$ cat config.mk
export PLATFORM = sky130hd
export DESIGN_NAME = md4_block_compress_top
export DESIGN_NICKNAME = d
export VERILOG_FILES = /design/src/rtl/md4bc_pkg.sv /design/src/rtl/md4_block_compress_top.sv /design/src/rtl/md4bc_front.sv /design/src/rtl/md4bc_queue.sv /design/src/rtl/md4bc_core.sv
export SDC_FILE = /design/constraint.sdc
export NUM_CORES = 2
export LEC_CHECK = 0
export BUFFER_PORTS_ARGS = -buffer_cell sky130_fd_sc_hd__buf_2
export CELL_PAD_IN_SITES_DETAIL_PLACEMENT = 0
export CELL_PAD_IN_SITES_GLOBAL_PLACEMENT = 1
export CORE_ASPECT_RATIO = 1.1
export CORE_MARGIN = 1.5
export CORE_UTILIZATION = 47
export DETAILED_ROUTE_END_ITERATION = 7
export PLACE_DENSITY = 0.8
export SYNTH_ARGS = -nofsm -noshare
export SYNTH_HDL_FRONTEND = slang
export SYNTH_HIERARCHICAL = 1
export SYNTH_SLANG_ARGS = --single-unit
$ cat constraint.sdc
create_clock -name aclk -period 6.5 [get_ports aclk]
set_input_delay 0.65 -clock aclk [delete_from_list [all_inputs] [get_ports aclk]]
set_output_delay 0.65 -clock aclk [all_outputs]
set_load 0.02 [all_outputs]
$ cat src/rtl/md4bc_pkg.sv
package md4bc_pkg;

    localparam int QUEUE_DEPTH = 4;
    localparam int QPTR_W      = 2;
    localparam int QCNT_W      = 3;

    localparam logic [31:0] IV_A = 32'h67452301;
    localparam logic [31:0] IV_B = 32'hefcdab89;
    localparam logic [31:0] IV_C = 32'h98badcfe;
    localparam logic [31:0] IV_D = 32'h10325476;

    localparam logic [31:0] K_ROUND0 = 32'h00000000;
    localparam logic [31:0] K_ROUND1 = 32'h5a827999;
    localparam logic [31:0] K_ROUND2 = 32'h6ed9eba1;

    localparam logic [5:0] LAST_STEP = 6'd47;
    localparam logic [3:0] LAST_WORD = 4'd15;

    // One classified beat as it travels from the front end to the core.
    typedef struct packed {
        logic [31:0] word;
        logic [3:0]  idx;
        logic        restart;
        logic        last;
    } md4bc_item_t;

    typedef enum logic [1:0] {
        ST_LOAD,
        ST_ROUND,
        ST_FINAL
    } md4bc_state_t;

    // Message word used by each of the 48 steps.
    function automatic logic [3:0] md4bc_word_index(input logic [5:0] step);
        logic [3:0] s;
        logic [3:0] r;
        s = step[3:0];
        case (step[5:4])
            2'd0:    r = s;
            2'd1:    r = {s[1:0], s[3:2]};
            2'd2:    r = {s[0], s[1], s[2], s[3]};
            default: r = s;
        endcase
        return r;
    endfunction

    // Left rotate amount by round and by position within a group of four.
    function automatic logic [4:0] md4bc_rot_amount(input logic [1:0] rnd,
                                                    input logic [1:0] pos);
        logic [4:0] r;
        case (rnd)
            2'd0: begin
                case (pos)
                    2'd0:    r = 5'd3;
                    2'd1:    r = 5'd7;
                    2'd2:    r = 5'd11;
                    default: r = 5'd19;
                endcase
            end
            2'd1: begin
                case (pos)
                    2'd0:    r = 5'd3;
                    2'd1:    r = 5'd5;
                    2'd2:    r = 5'd9;
                    default: r = 5'd13;
                endcase
            end
            default: begin
                case (pos)
                    2'd0:    r = 5'd3;
                    2'd1:    r = 5'd9;
                    2'd2:    r = 5'd11;
                    default: r = 5'd15;
                endcase
            end
        endcase
        return r;
    endfunction

    function automatic logic [31:0] md4bc_rotl(input logic [31:0] v,
                                               input logic [4:0] s);
        logic [63:0] t;
        t = {32'd0, v} << s;
        return t[31:0] | t[63:32];
    endfunction

endpackage

$ cat src/rtl/md4_block_compress_top.sv
// MD4 block compression unit.
// Input stream (s_*): one beat per 32-bit message word, sixteen beats per
// 512-bit block, with the four bytes of each word assembled little-endian.
// s_tuser set on a beat marks the first word of a new message: the chaining
// value is reloaded with the MD4 initial words and any partial block is
// dropped. Without it, hashing continues from the previous block's result.
// Output stream (m_*): one beat per finished block carrying the updated
// chaining value A, B, C, D in m_tdata, A in the lowest 32 bits.
// A front end tags each word with its slot in the block and pushes it into a
// four-entry queue. The compression core drains the queue at one word per
// cycle while the queue holds words, then runs the 48 steps one per cycle on
// a single round datapath, and then makes the final add into the chaining
// value. Words keep arriving into the queue during the rounds until it fills.
// When the receiver stalls, the result waits in the output register; the
// core holds in its final step until that register is free, and s_tready
// falls once the queue is full.
// Reset clears the word count, the queue and the output valid, and loads the
// chaining value with the MD4 initial words.
module md4_block_compress_top (
    input  logic         aclk,
    input  logic         aresetn,
    input  logic         s_tvalid,
    output logic         s_tready,
    input  logic [31:0]  s_tdata,   // [31:0] message_word
    input  logic         s_tuser,   // [0] restart
    output logic         m_tvalid,
    input  logic         m_tready,
    output logic [127:0] m_tdata    // [31:0] digest_a, [63:32] digest_b,
                                    // [95:64] digest_c, [127:96] digest_d
);

    md4bc_pkg::md4bc_item_t push_item;
    md4bc_pkg::md4bc_item_t pop_item;
    logic q_push;
    logic q_full;
    logic q_pop;
    logic q_empty;

    md4bc_front u_front (
        .aclk     (aclk),
        .aresetn  (aresetn),
        .s_tvalid (s_tvalid),
        .s_tready (s_tready),
        .s_tdata  (s_tdata),
        .s_tuser  (s_tuser),
        .q_full   (q_full),
        .q_push   (q_push),
        .q_item   (push_item)
    );

    md4bc_queue u_queue (
        .aclk      (aclk),
        .aresetn   (aresetn),
        .push      (q_push),
        .push_item (push_item),
        .full      (q_full),
        .pop       (q_pop),
        .empty     (q_empty),
        .pop_item  (pop_item)
    );

    md4bc_core u_core (
        .aclk     (aclk),
        .aresetn  (aresetn),
        .q_empty  (q_empty),
        .q_item   (pop_item),
        .q_pop    (q_pop),
        .m_tvalid (m_tvalid),
        .m_tready (m_tready),
        .m_tdata  (m_tdata)
    );

endmodule

$ cat src/rtl/md4bc_front.sv
module md4bc_front (
    input  logic                 aclk,
    input  logic                 aresetn,
    input  logic                 s_tvalid,
    output logic                 s_tready,
    input  logic [31:0]          s_tdata,
    input  logic                 s_tuser,
    input  logic                 q_full,
    output logic                 q_push,
    output md4bc_pkg::md4bc_item_t q_item
);

    // Position of the next word within its block.
    logic [3:0] count_reg;
    logic [3:0] count_next;
    logic [3:0] idx;

    assign s_tready = !q_full;
    assign q_push   = s_tvalid && s_tready;

    // A restart makes the current word the first of a fresh block.
    assign idx        = s_tuser ? 4'd0 : count_reg;
    assign count_next = idx + 4'd1;

    always_comb begin
        q_item.word    = s_tdata;
        q_item.idx     = idx;
        q_item.restart = s_tuser;
        q_item.last    = (idx == md4bc_pkg::LAST_WORD);
    end

    always_ff @(posedge aclk) begin
        if (!aresetn) begin
            count_reg <= 4'd0;
        end else if (q_push) begin
            count_reg <= count_next;
        end
    end

endmodule

$ cat src/rtl/md4bc_queue.sv
module md4bc_queue (
    input  logic                   aclk,
    input  logic                   aresetn,
    input  logic                   push,
    input  md4bc_pkg::md4bc_item_t push_item,
    output logic                   full,
    input  logic                   pop,
    output logic                   empty,
    output md4bc_pkg::md4bc_item_t pop_item
);

    md4bc_pkg::md4bc_item_t slot_reg [md4bc_pkg::QUEUE_DEPTH];

    logic [md4bc_pkg::QPTR_W-1:0] wr_ptr_reg;
    logic [md4bc_pkg::QPTR_W-1:0] rd_ptr_reg;
    logic [md4bc_pkg::QCNT_W-1:0] count_reg;
    logic [md4bc_pkg::QCNT_W-1:0] count_next;
    logic                         do_push;
    logic                         do_pop;

    assign full     = (count_reg == md4bc_pkg::QCNT_W'(md4bc_pkg::QUEUE_DEPTH));
    assign empty    = (count_reg == '0);
    assign do_push  = push && !full;
    assign do_pop   = pop && !empty;
    assign pop_item = slot_reg[rd_ptr_reg];

    always_comb begin
        count_next = count_reg;
        if (do_push && !do_pop) begin
            count_next = count_reg + 1'b1;
        end else if (do_pop && !do_push) begin
            count_next = count_reg - 1'b1;
        end
    end

    always_ff @(posedge aclk) begin
        if (!aresetn) begin
            wr_ptr_reg <= '0;
            rd_ptr_reg <= '0;
            count_reg  <= '0;
        end else begin
            count_reg <= count_next;
            if (do_push) begin
                wr_ptr_reg <= wr_ptr_reg + 1'b1;
            end
            if (do_pop) begin
                rd_ptr_reg <= rd_ptr_reg + 1'b1;
            end
        end
    end

    always_ff @(posedge aclk) begin
        if (do_push) begin
            slot_reg[wr_ptr_reg] <= push_item;
        end
    end

endmodule

$ cat src/rtl/md4bc_core.sv
module md4bc_core (
    input  logic                   aclk,
    input  logic                   aresetn,
    input  logic                   q_empty,
    input  md4bc_pkg::md4bc_item_t q_item,
    output logic                   q_pop,
    output logic                   m_tvalid,
    input  logic                   m_tready,
    output logic [127:0]           m_tdata
);

    md4bc_pkg::md4bc_state_t state_reg;
    md4bc_pkg::md4bc_state_t state_next;

    logic [31:0] store_reg [16];
    logic [31:0] cv_reg [4];
    logic [31:0] a_reg, b_reg, c_reg, d_reg;
    logic [5:0]  step_reg;
    logic        out_valid_reg;
    logic [127:0] out_data_reg;

    logic        out_free;
    logic        finish;
    logic [1:0]  rnd;
    logic [31:0] f_val;
    logic [31:0] k_val;
    logic [31:0] sum;
    logic [31:0] new_a;
    logic [31:0] fin_a, fin_b, fin_c, fin_d;

    assign out_free = !out_valid_reg || m_tready;
    assign m_tvalid = out_valid_reg;
    assign m_tdata  = out_data_reg;

    always_comb begin
        state_next = state_reg;
        q_pop      = 1'b0;
        finish     = 1'b0;
        case (state_reg)
            md4bc_pkg::ST_LOAD: begin
                q_pop = !q_empty;
                if (!q_empty && q_item.last) begin
                    state_next = md4bc_pkg::ST_ROUND;
                end
            end
            md4bc_pkg::ST_ROUND: begin
                if (step_reg == md4bc_pkg::LAST_STEP) begin
                    state_next = md4bc_pkg::ST_FINAL;
                end
            end
            md4bc_pkg::ST_FINAL: begin
                if (out_free) begin
                    finish     = 1'b1;
                    state_next = md4bc_pkg::ST_LOAD;
                end
            end
            default: state_next = md4bc_pkg::ST_LOAD;
        endcase
    end

    always_ff @(posedge aclk) begin
        if (!aresetn) begin
            state_reg <= md4bc_pkg::ST_LOAD;
        end else begin
            state_reg <= state_next;
        end
    end

    // One MD4 step: the working words rotate so the word to be updated is always a.
    assign rnd = step_reg[5:4];

    always_comb begin
        case (rnd)
            2'd0: begin
                f_val = d_reg ^ (b_reg & (c_reg ^ d_reg));
                k_val = md4bc_pkg::K_ROUND0;
            end
            2'd1: begin
                f_val = (b_reg & c_reg) | (d_reg & (b_reg | c_reg));
                k_val = md4bc_pkg::K_ROUND1;
            end
            default: begin
                f_val = b_reg ^ c_reg ^ d_reg;
                k_val = md4bc_pkg::K_ROUND2;
            end
        endcase
    end

    assign sum   = a_reg + f_val + store_reg[md4bc_pkg::md4bc_word_index(step_reg)] + k_val;
    assign new_a = md4bc_pkg::md4bc_rotl(sum,
                       md4bc_pkg::md4bc_rot_amount(rnd, step_reg[1:0]));

    assign fin_a = cv_reg[0] + a_reg;
    assign fin_b = cv_reg[1] + b_reg;
    assign fin_c = cv_reg[2] + c_reg;
    assign fin_d = cv_reg[3] + d_reg;

    always_ff @(posedge aclk) begin
        if (!aresetn) begin
            cv_reg[0]     <= md4bc_pkg::IV_A;
            cv_reg[1]     <= md4bc_pkg::IV_B;
            cv_reg[2]     <= md4bc_pkg::IV_C;
            cv_reg[3]     <= md4bc_pkg::IV_D;
            step_reg      <= 6'd0;
            out_valid_reg <= 1'b0;
        end else begin
            if (q_pop && q_item.restart) begin
                cv_reg[0] <= md4bc_pkg::IV_A;
                cv_reg[1] <= md4bc_pkg::IV_B;
                cv_reg[2] <= md4bc_pkg::IV_C;
                cv_reg[3] <= md4bc_pkg::IV_D;
            end else if (finish) begin
                cv_reg[0] <= fin_a;
                cv_reg[1] <= fin_b;
                cv_reg[2] <= fin_c;
                cv_reg[3] <= fin_d;
            end
            if (state_reg == md4bc_pkg::ST_ROUND) begin
                step_reg <= step_reg + 6'd1;
            end else begin
                step_reg <= 6'd0;
            end
            if (finish) begin
                out_valid_reg <= 1'b1;
            end else if (m_tready) begin
                out_valid_reg <= 1'b0;
            end
        end
    end

    always_ff @(posedge aclk) begin
        if (q_pop) begin
            store_reg[q_item.idx] <= q_item.word;
        end
        if (q_pop && q_item.last) begin
            a_reg <= cv_reg[0];
            b_reg <= cv_reg[1];
            c_reg <= cv_reg[2];
            d_reg <= cv_reg[3];
        end else if (state_reg == md4bc_pkg::ST_ROUND) begin
            a_reg <= d_reg;
            b_reg <= new_a;
            c_reg <= b_reg;
            d_reg <= c_reg;
        end
        if (finish) begin
            out_data_reg <= {fin_d, fin_c, fin_b, fin_a};
        end
    end

    // The step counter never runs past the last step of a block.
    assert property (@(posedge aclk) disable iff (!aresetn)
        (state_reg == md4bc_pkg::ST_ROUND) |-> (step_reg <= md4bc_pkg::LAST_STEP))
        else $error("step counter overran");

    // Taking the sixteenth word of a block starts the rounds at step zero.
    assert property (@(posedge aclk) disable iff (!aresetn)
        (q_pop && q_item.last) |=> (state_reg == md4bc_pkg::ST_ROUND && step_reg == 6'd0))
        else $error("compression did not start");

    // Finishing a block always leaves a result waiting at the output.
    assert property (@(posedge aclk) disable iff (!aresetn)
        finish |=> m_tvalid)
        else $error("finished block produced no result");

    // No word is taken from the queue while a block is being compressed.
    assert property (@(posedge aclk) disable iff (!aresetn)
        q_pop |-> (state_reg == md4bc_pkg::ST_LOAD))
        else $error("word taken during compression");

endmodule

**Word-level counts from Yosys, hierarchy flattened**

Memories as Yosys holds them, arrays and structs flattened. A register that Yosys moved wholly into a read port is not among the register bits.
Index checks and enable logic that the tools add are counted.

- Bits in registers: 276
- Memory bits (writable): 792
- Input bits: 37
- Output and inout port bits: 130
- Logic and storage cells: 131
- Memories kept: 3

- Add/sub/neg operators: 13
- Eq/ne operators: 12
- Shift-type cells: 1
- Muxes and demuxes: 49
- Bitwise logic cells: 18
- Reduce and logical (&&, ||, !) cells: 23

Memories:

| name | words | width | rd ports | clocked after memory_dff | write ports | line | RTL |
|---|---|---|---|---|---|---|---|
| u_core.store_reg | 16 | 32 | 1 | 0 | 1 | md4bc_core.sv:15 | `logic [31:0] store_reg [16];` |
| u_queue.slot_reg | 4 | 38 | 1 | 1 | 1 | md4bc_queue.sv:12 | `md4bc_pkg::md4bc_item_t slot_reg [md4bc_pkg::QUEUE_DEPTH];` |
| u_core.cv_reg | 4 | 32 | 4 | 0 | 4 | md4bc_core.sv:16 | `logic [31:0] cv_reg [4];` |

Operators by type and width:

| kind | number |
|---|---|
| $mux W32 | 16 |
| $add A32 B32 Y32 | 6 |
| $xor A32 B32 Y32 | 4 |
| $and A32 B32 Y32 | 3 |
| $or A32 B32 Y32 | 3 |
| $pmux W32 S2 | 1 |
| $shl A32 B5 Y64 | 1 |
| $pmux W31 S2 | 1 |
| $add A32 B31 Y32 | 1 |
| $pmux W4 S3 | 2 |
| $mux W1 | 17 |
| $pmux W5 S3 | 1 |
| $mux W2 | 5 |
| $pmux W5 S2 | 1 |
| $logic_and A1 B1 Y1 | 8 |
| $or A1 B1 Y1 | 8 |
| $pmux W4 S2 | 1 |
| $add A6 B1 Y6 const B | 1 |
| $eq A2 B1 Y1 const B | 3 |
| $eq A2 B2 Y1 const B | 3 |
| $eq A6 B6 Y1 const B | 1 |
| $logic_not A2 Y1 | 3 |
| $mux W3 | 2 |
| $ne A2 B1 Y1 const B | 3 |
| 14 further kinds | 21 |

**Longest topological paths before layout**

- Depth after elaboration: 11
- Mapped depth: 27

**Cells and area by module**

The synthesis kept the hierarchy.

Modules (own cells, without submodules):

| module | times used | cells an instance | area an instance (um^2) | sequential area each (um^2) |
|---|---|---|---|---|
| md4bc_core | 1 | 3712 | 47224.0 | 26765.7 |
| md4bc_queue | 1 | 246 | 5980.7 | 4744.6 |
| md4bc_front | 1 | 62 | 476.7 | 80.1 |

**Worst setup path before layout**

OpenSTA, ideal clock, no wires.

- Kind: register to register
- Start point: register u_core.step_reg[4]
- End point: register u_core.b_reg[16], data pin
- Setup time: 0.259 ns
- Data arrival time: 6.359 ns
- Data required time: 6.241 ns
- Slack: -0.118 ns
- Cell stages (with the launch flop): 26
- Clock period less this slack: 6.618 ns
- Cells stage by stage: dfxtp_1 > inv_1 > ha_1 > buf_2 > nor2_1 > a21o_1 > clkbuf_1 > buf_1 > mux4_2 > a211oi_1 > a21oi_1 > fa_1 > ha_1 > ha_1 > fa_1 > a211oi_1 > o211ai_2 > nand2_2 > o21a_1 > o211ai_1 > a2111oi_0 > nor3_1 > o211ai_1 > o41ai_1 > and2_1 > o31a_1

- Longest elaborated chain between the ends: 9
- Elaborated cells on any way between the ends: 15
- Those cells by class: add/sub (3); eq/ne (2); shift (1); mux (6); bitwise (1); reduce/logical (1); memory (1)

RTL lines:

| item | line | RTL |
|---|---|---|
| start, declared | md4bc_core.sv:18 | `logic [5:0] step_reg;` |
| start signal, assigned | md4bc_core.sv:119 | `step_reg <= step_reg + 6'd1;` |
| $eq A2 B1 Y1, or another cell as far along | md4bc_pkg.sv:38, md4bc_pkg.sv:51, md4bc_core.sv:73 |  |
| $pmux W32 S2 / $pmux W4 S2 (equally long branches) | md4bc_core.sv:73, md4bc_pkg.sv:38 |  |
| $add A32 B32 Y32 / $mem_v2 Z16 W32 (equally long branches) | - |  |
| $add A32 B32 Y32 | md4bc_core.sv:89 | `assign sum = a_reg + f_val + store_reg[md4bc_pkg::md4bc_word_index(step_reg)] + k_val;` |
| $add A32 B31 Y32 | md4bc_core.sv:89 |  |
| $shl A32 B5 Y64 (*) | md4bc_pkg.sv:83 | `t = {32'd0, v} << s;` |
| $or A32 B32 Y32 (*) | md4bc_pkg.sv:84 | `return t[31:0] \| t[63:32];` |
| $mux W32 (*) | md4bc_core.sv:140 | `end else if (state_reg == md4bc_pkg::ST_ROUND) begin` |
| $mux W32 (*) | md4bc_core.sv:135 | `if (q_pop && q_item.last) begin` |
| end signal, assigned | md4bc_core.sv:137 | `b_reg <= cv_reg[1];` |
| end signal, assigned | md4bc_core.sv:142 | `b_reg <= new_a;` |
| end, declared | md4bc_core.sv:17 | `logic [31:0] a_reg, b_reg, c_reg, d_reg;` |

Every way passes the cells marked *; elsewhere a longest branch is shown, timed or not. The select of a mux whose other input is x is not followed.
A chain may end at the register's enable or synchronous reset.

**Final worst setup path**

- Start point: register u_core.step_reg[4]
- End point: register u_core.b_reg[9], data pin

Same word-level chain as after synthesis.

==> impl_metrics.yaml <==
setup_path:
  crit_path_max_incr_delay_ns: 0.50
  path_common_cell: "a21o_1"
  end_kind: "flop"
  crit_type: "reg -> reg"
  r2r-start: "u_core/step_reg[4]"
  path_cells: "inv_1, ha_1, a22oi_2, a21o_4, buf_4, buf_16, mux4_2, nor2b_1, a211oi_1, a21oi_1, fa_1, fa_1, ha_1, buf_4, a21o_1, a21o_1, a21o_1, a21o_1, or3_1, and3_1, a21oi_2, mux2i_2, a211oi_1, a211oi_1"
  start_kind: "flop"
  critPathTopFamily: "compound AO/OA/AOI/OAI gates"
  crit_path_top_delay_cell: "mux4_2"
  crit_required_ns: 6.89
  endpoint: "u_core/b_reg[9]"
  rr_endpoint: "u_core/b_reg[9]"
  cp_num_cells: 24
  crit_path_start: "u_core/step_reg[4]"
  ff2ff_path_depth: 24
  crit_fanout: 14
  arrival_ns: 6.61
  reg2reg_slack_ns: 0.27
  cp_num_buf_inv: 4
drt:
  drc: 0
  via_per_inst: 5.88
  num_vias: 34608
  routed_wl_mm: 146
  dr.pass1.iters: 5
  ant_nets: 0
  drt_iter0_markers: 3227
  routedWlPerCell_um: 24.9
global_routing:
  antenna_found_initial: 1
  grt_pass1_vias: 33697
  grt.overflow.total: 0
  grt_usage_pct: 24.8
  grt_max_degree: 139
  grt_pass1_wl_mm: 214
synth:
  syn_nets: 4359
  async_flop_share_pct: 0
  synth_flop_cell: "edfxtp_1"
  synth_cell_types: 90
  avgSynthCellArea_um2: 13.4
  synth.cell_area_um2: 53700
  synth-edff-count: 1016
  synth-seq-cells: 1070
  synthTopCellsByArea: "edfxtp_1 57%, mux4_2 6.8%, ha_1 5.6%"
  synth_top_area_share_pct: 56.8
  ys_seq_area_share_pct: 58.8
  syn_inst: 4020
  yosys_warnings: 6
  synth_area_leader_cell: "edfxtp_1"
sta:
  hold_viol: 0
  tightestPinTransition_ns: 1.24
  fmax_mhz: 161
  period_minus_slack_ns: 6.23
  finClkSkew_ns: 0.0482
  hold_ws_ns: 0.159
  relSlewSlack_pct: 16.8
  fin_crit_sh_pct: 95.8
  slew_violations: 0
  final-setup-viol-count: 0
  finalSetupTns_ns: 0
clock_tree:
  h-tree-depth: 3
  cts_tree: "yes"
  cts_root_buffer: "clkbuf_16"
  cts.clk_slew.worst_paths_ns: 0.06
  cts.sinks: 1070
  cts_buffers: 108
  clk_path_buf_depth: 3
  clock_latency_ns: 0.71
floorplanning:
  core_um2: 113000
  start_util_pct: 47.6
  die_y_um: 357
  pin_count: 167
  row_count: 129
  die_area_um2: 116000
  die_w_um: 325
hold_path:
  min_path_cells: 1
  hold_path_class: "in -> reg"
  min_from: "s_tdata[7]"
place:
  gp_congestion: 0.954
  dp_hpwl_mm: 102
  port_buffers: 166
job:
  maxCapViolCount: 0
cells_and_area:
  drive_gt1_share_pct: 19.3
  area_delta_synth_final_pct: 13.9
  final_common_cell: "edfxtp_1"
  largest_reg_flops: 512
  nets: 4623
  layout_common_cells: "1016 x edfxtp_1, 401 x nand2_1, 238 x a21oi_1"
outcome:
  status: "completed"
-- kinds of logic (layout without fill, tap and decap cells) --
| group | after synthesis | count (layout) | synth area share (%) |
|---|---|---|---|
| mux | 262 | 262 | 8.74 |
| fa+ha+maj | 302 | 302 | 7.88 |
| xor+xnor | 145 | 145 | 2.37 |
| flops | 1070 | 1070 | 58.8 |
| other cells | 0 | 1 | 0 |
| simple gates | 976 | 976 | 8.58 |
| buf+inv | 427 | 782 | 3.37 |
| compound gates | 838 | 838 | 10.2 |
-- per-layer routing --
metal  track usage, %  vias to the layer above  wire length (µm)
li1                 -                    15683                 -
met1             31.7                    17338             58600
met2             42.0                     1327             71100
met3             2.98                      260              8850
met4             12.0                        0              7600
met5                0                        -                 0
-- cells in the mapped netlist (9+ instances only) --
| cell type | instances |
|---|---|
| a211o_1 | 11 |
| a211oi_1 | 51 |
| a21o_1 | 63 |
| a21oi_1 | 246 |
| a22oi_1 | 10 |
| a311oi_1 | 22 |
| a31o_2 | 13 |
| a31oi_1 | 29 |
| and2_1 | 74 |
| and3_1 | 25 |
| buf_1 | 26 |
| buf_2 | 16 |
| buf_4 | 35 |
| clkbuf_1 | 122 |
| dfxtp_1 | 54 |
| edfxtp_1 | 1016 |
| fa_1 | 60 |
| ha_1 | 242 |
| inv_1 | 221 |
| mux2_2 | 24 |
| mux2i_1 | 72 |
| mux4_2 | 162 |
| nand2_1 | 405 |
| nand2b_1 | 59 |
| nand3_1 | 53 |
| nand4_1 | 18 |
| nor2_1 | 174 |
| nor2b_1 | 46 |
| nor3_1 | 50 |
| nor3b_1 | 11 |
| o211ai_1 | 21 |
| o21a_1 | 39 |
| o21ai_0 | 160 |
| o21ai_1 | 9 |
| o21bai_1 | 27 |
| o221ai_1 | 9 |
| o22ai_1 | 17 |
| o32ai_1 | 16 |
| or2_2 | 13 |
| or3_1 | 14 |
| xnor2_1 | 101 |
| xor2_1 | 44 |
-- stage by stage --
step	util, %	cells	instance area, µm²	setup slack [ns]
6_report	54.2	5882	61200	0.274
3_3_place_gp	50.5	5655	57000	-0.0294
4_1_cts	53.8	5859	60700	0.0127
2_1_floorplan	-	4020	53700	0.0599
5_1_grt	54.2	5881	61100	-0.0284
3_5_place_dp	50.5	5655	57000	-0.129
-- layout make-up --
cell class	instances	area, µm²
Antenna cell	1	2.50
Clock buffer	138	2940
Clock inverter	63	669
Timing Repair Buffer	358	2490
Multi-Input combinational cell	2523	20700
Inverter	223	842
Sequential cell	1070	31600
Fill cell	9196	51700
Tap cell	1506	1880
-- worst min path at each step --
| stage | to | slack (ns) |
|---|---|---|
| 6_report | u_queue/slot_reg[1][13] | 0.16 |
| 5_1_grt | u_queue/slot_reg[1][17] | 0.14 |
| 3_3_place_gp | u_core/cv_reg[2][13] | 0.46 |
| 2_1_floorplan | u_front/count_reg[1] | 0.44 |
| 3_5_place_dp | u_front/count_reg[1] | 0.46 |
| 4_1_cts | u_queue/slot_reg[1][17] | 0.12 |
-- repair_timing --
| action | in CTS | in global routing |
|---|---|---|
| resized for setup | 2 | 61 |
| cloned | 0 | 2 |
| setup buffers | 3 | 20 |
| endpoints found under the hold margin | 0 | 0 |
| endpoints found under the setup margin | 17 | 32 |
| hold buffers | 0 | 0 |
| pin swaps | 1 | 10 |
Power is not shown: default switching activity piles up to over one toggle a cycle in this logic, so the estimate is an artifact.
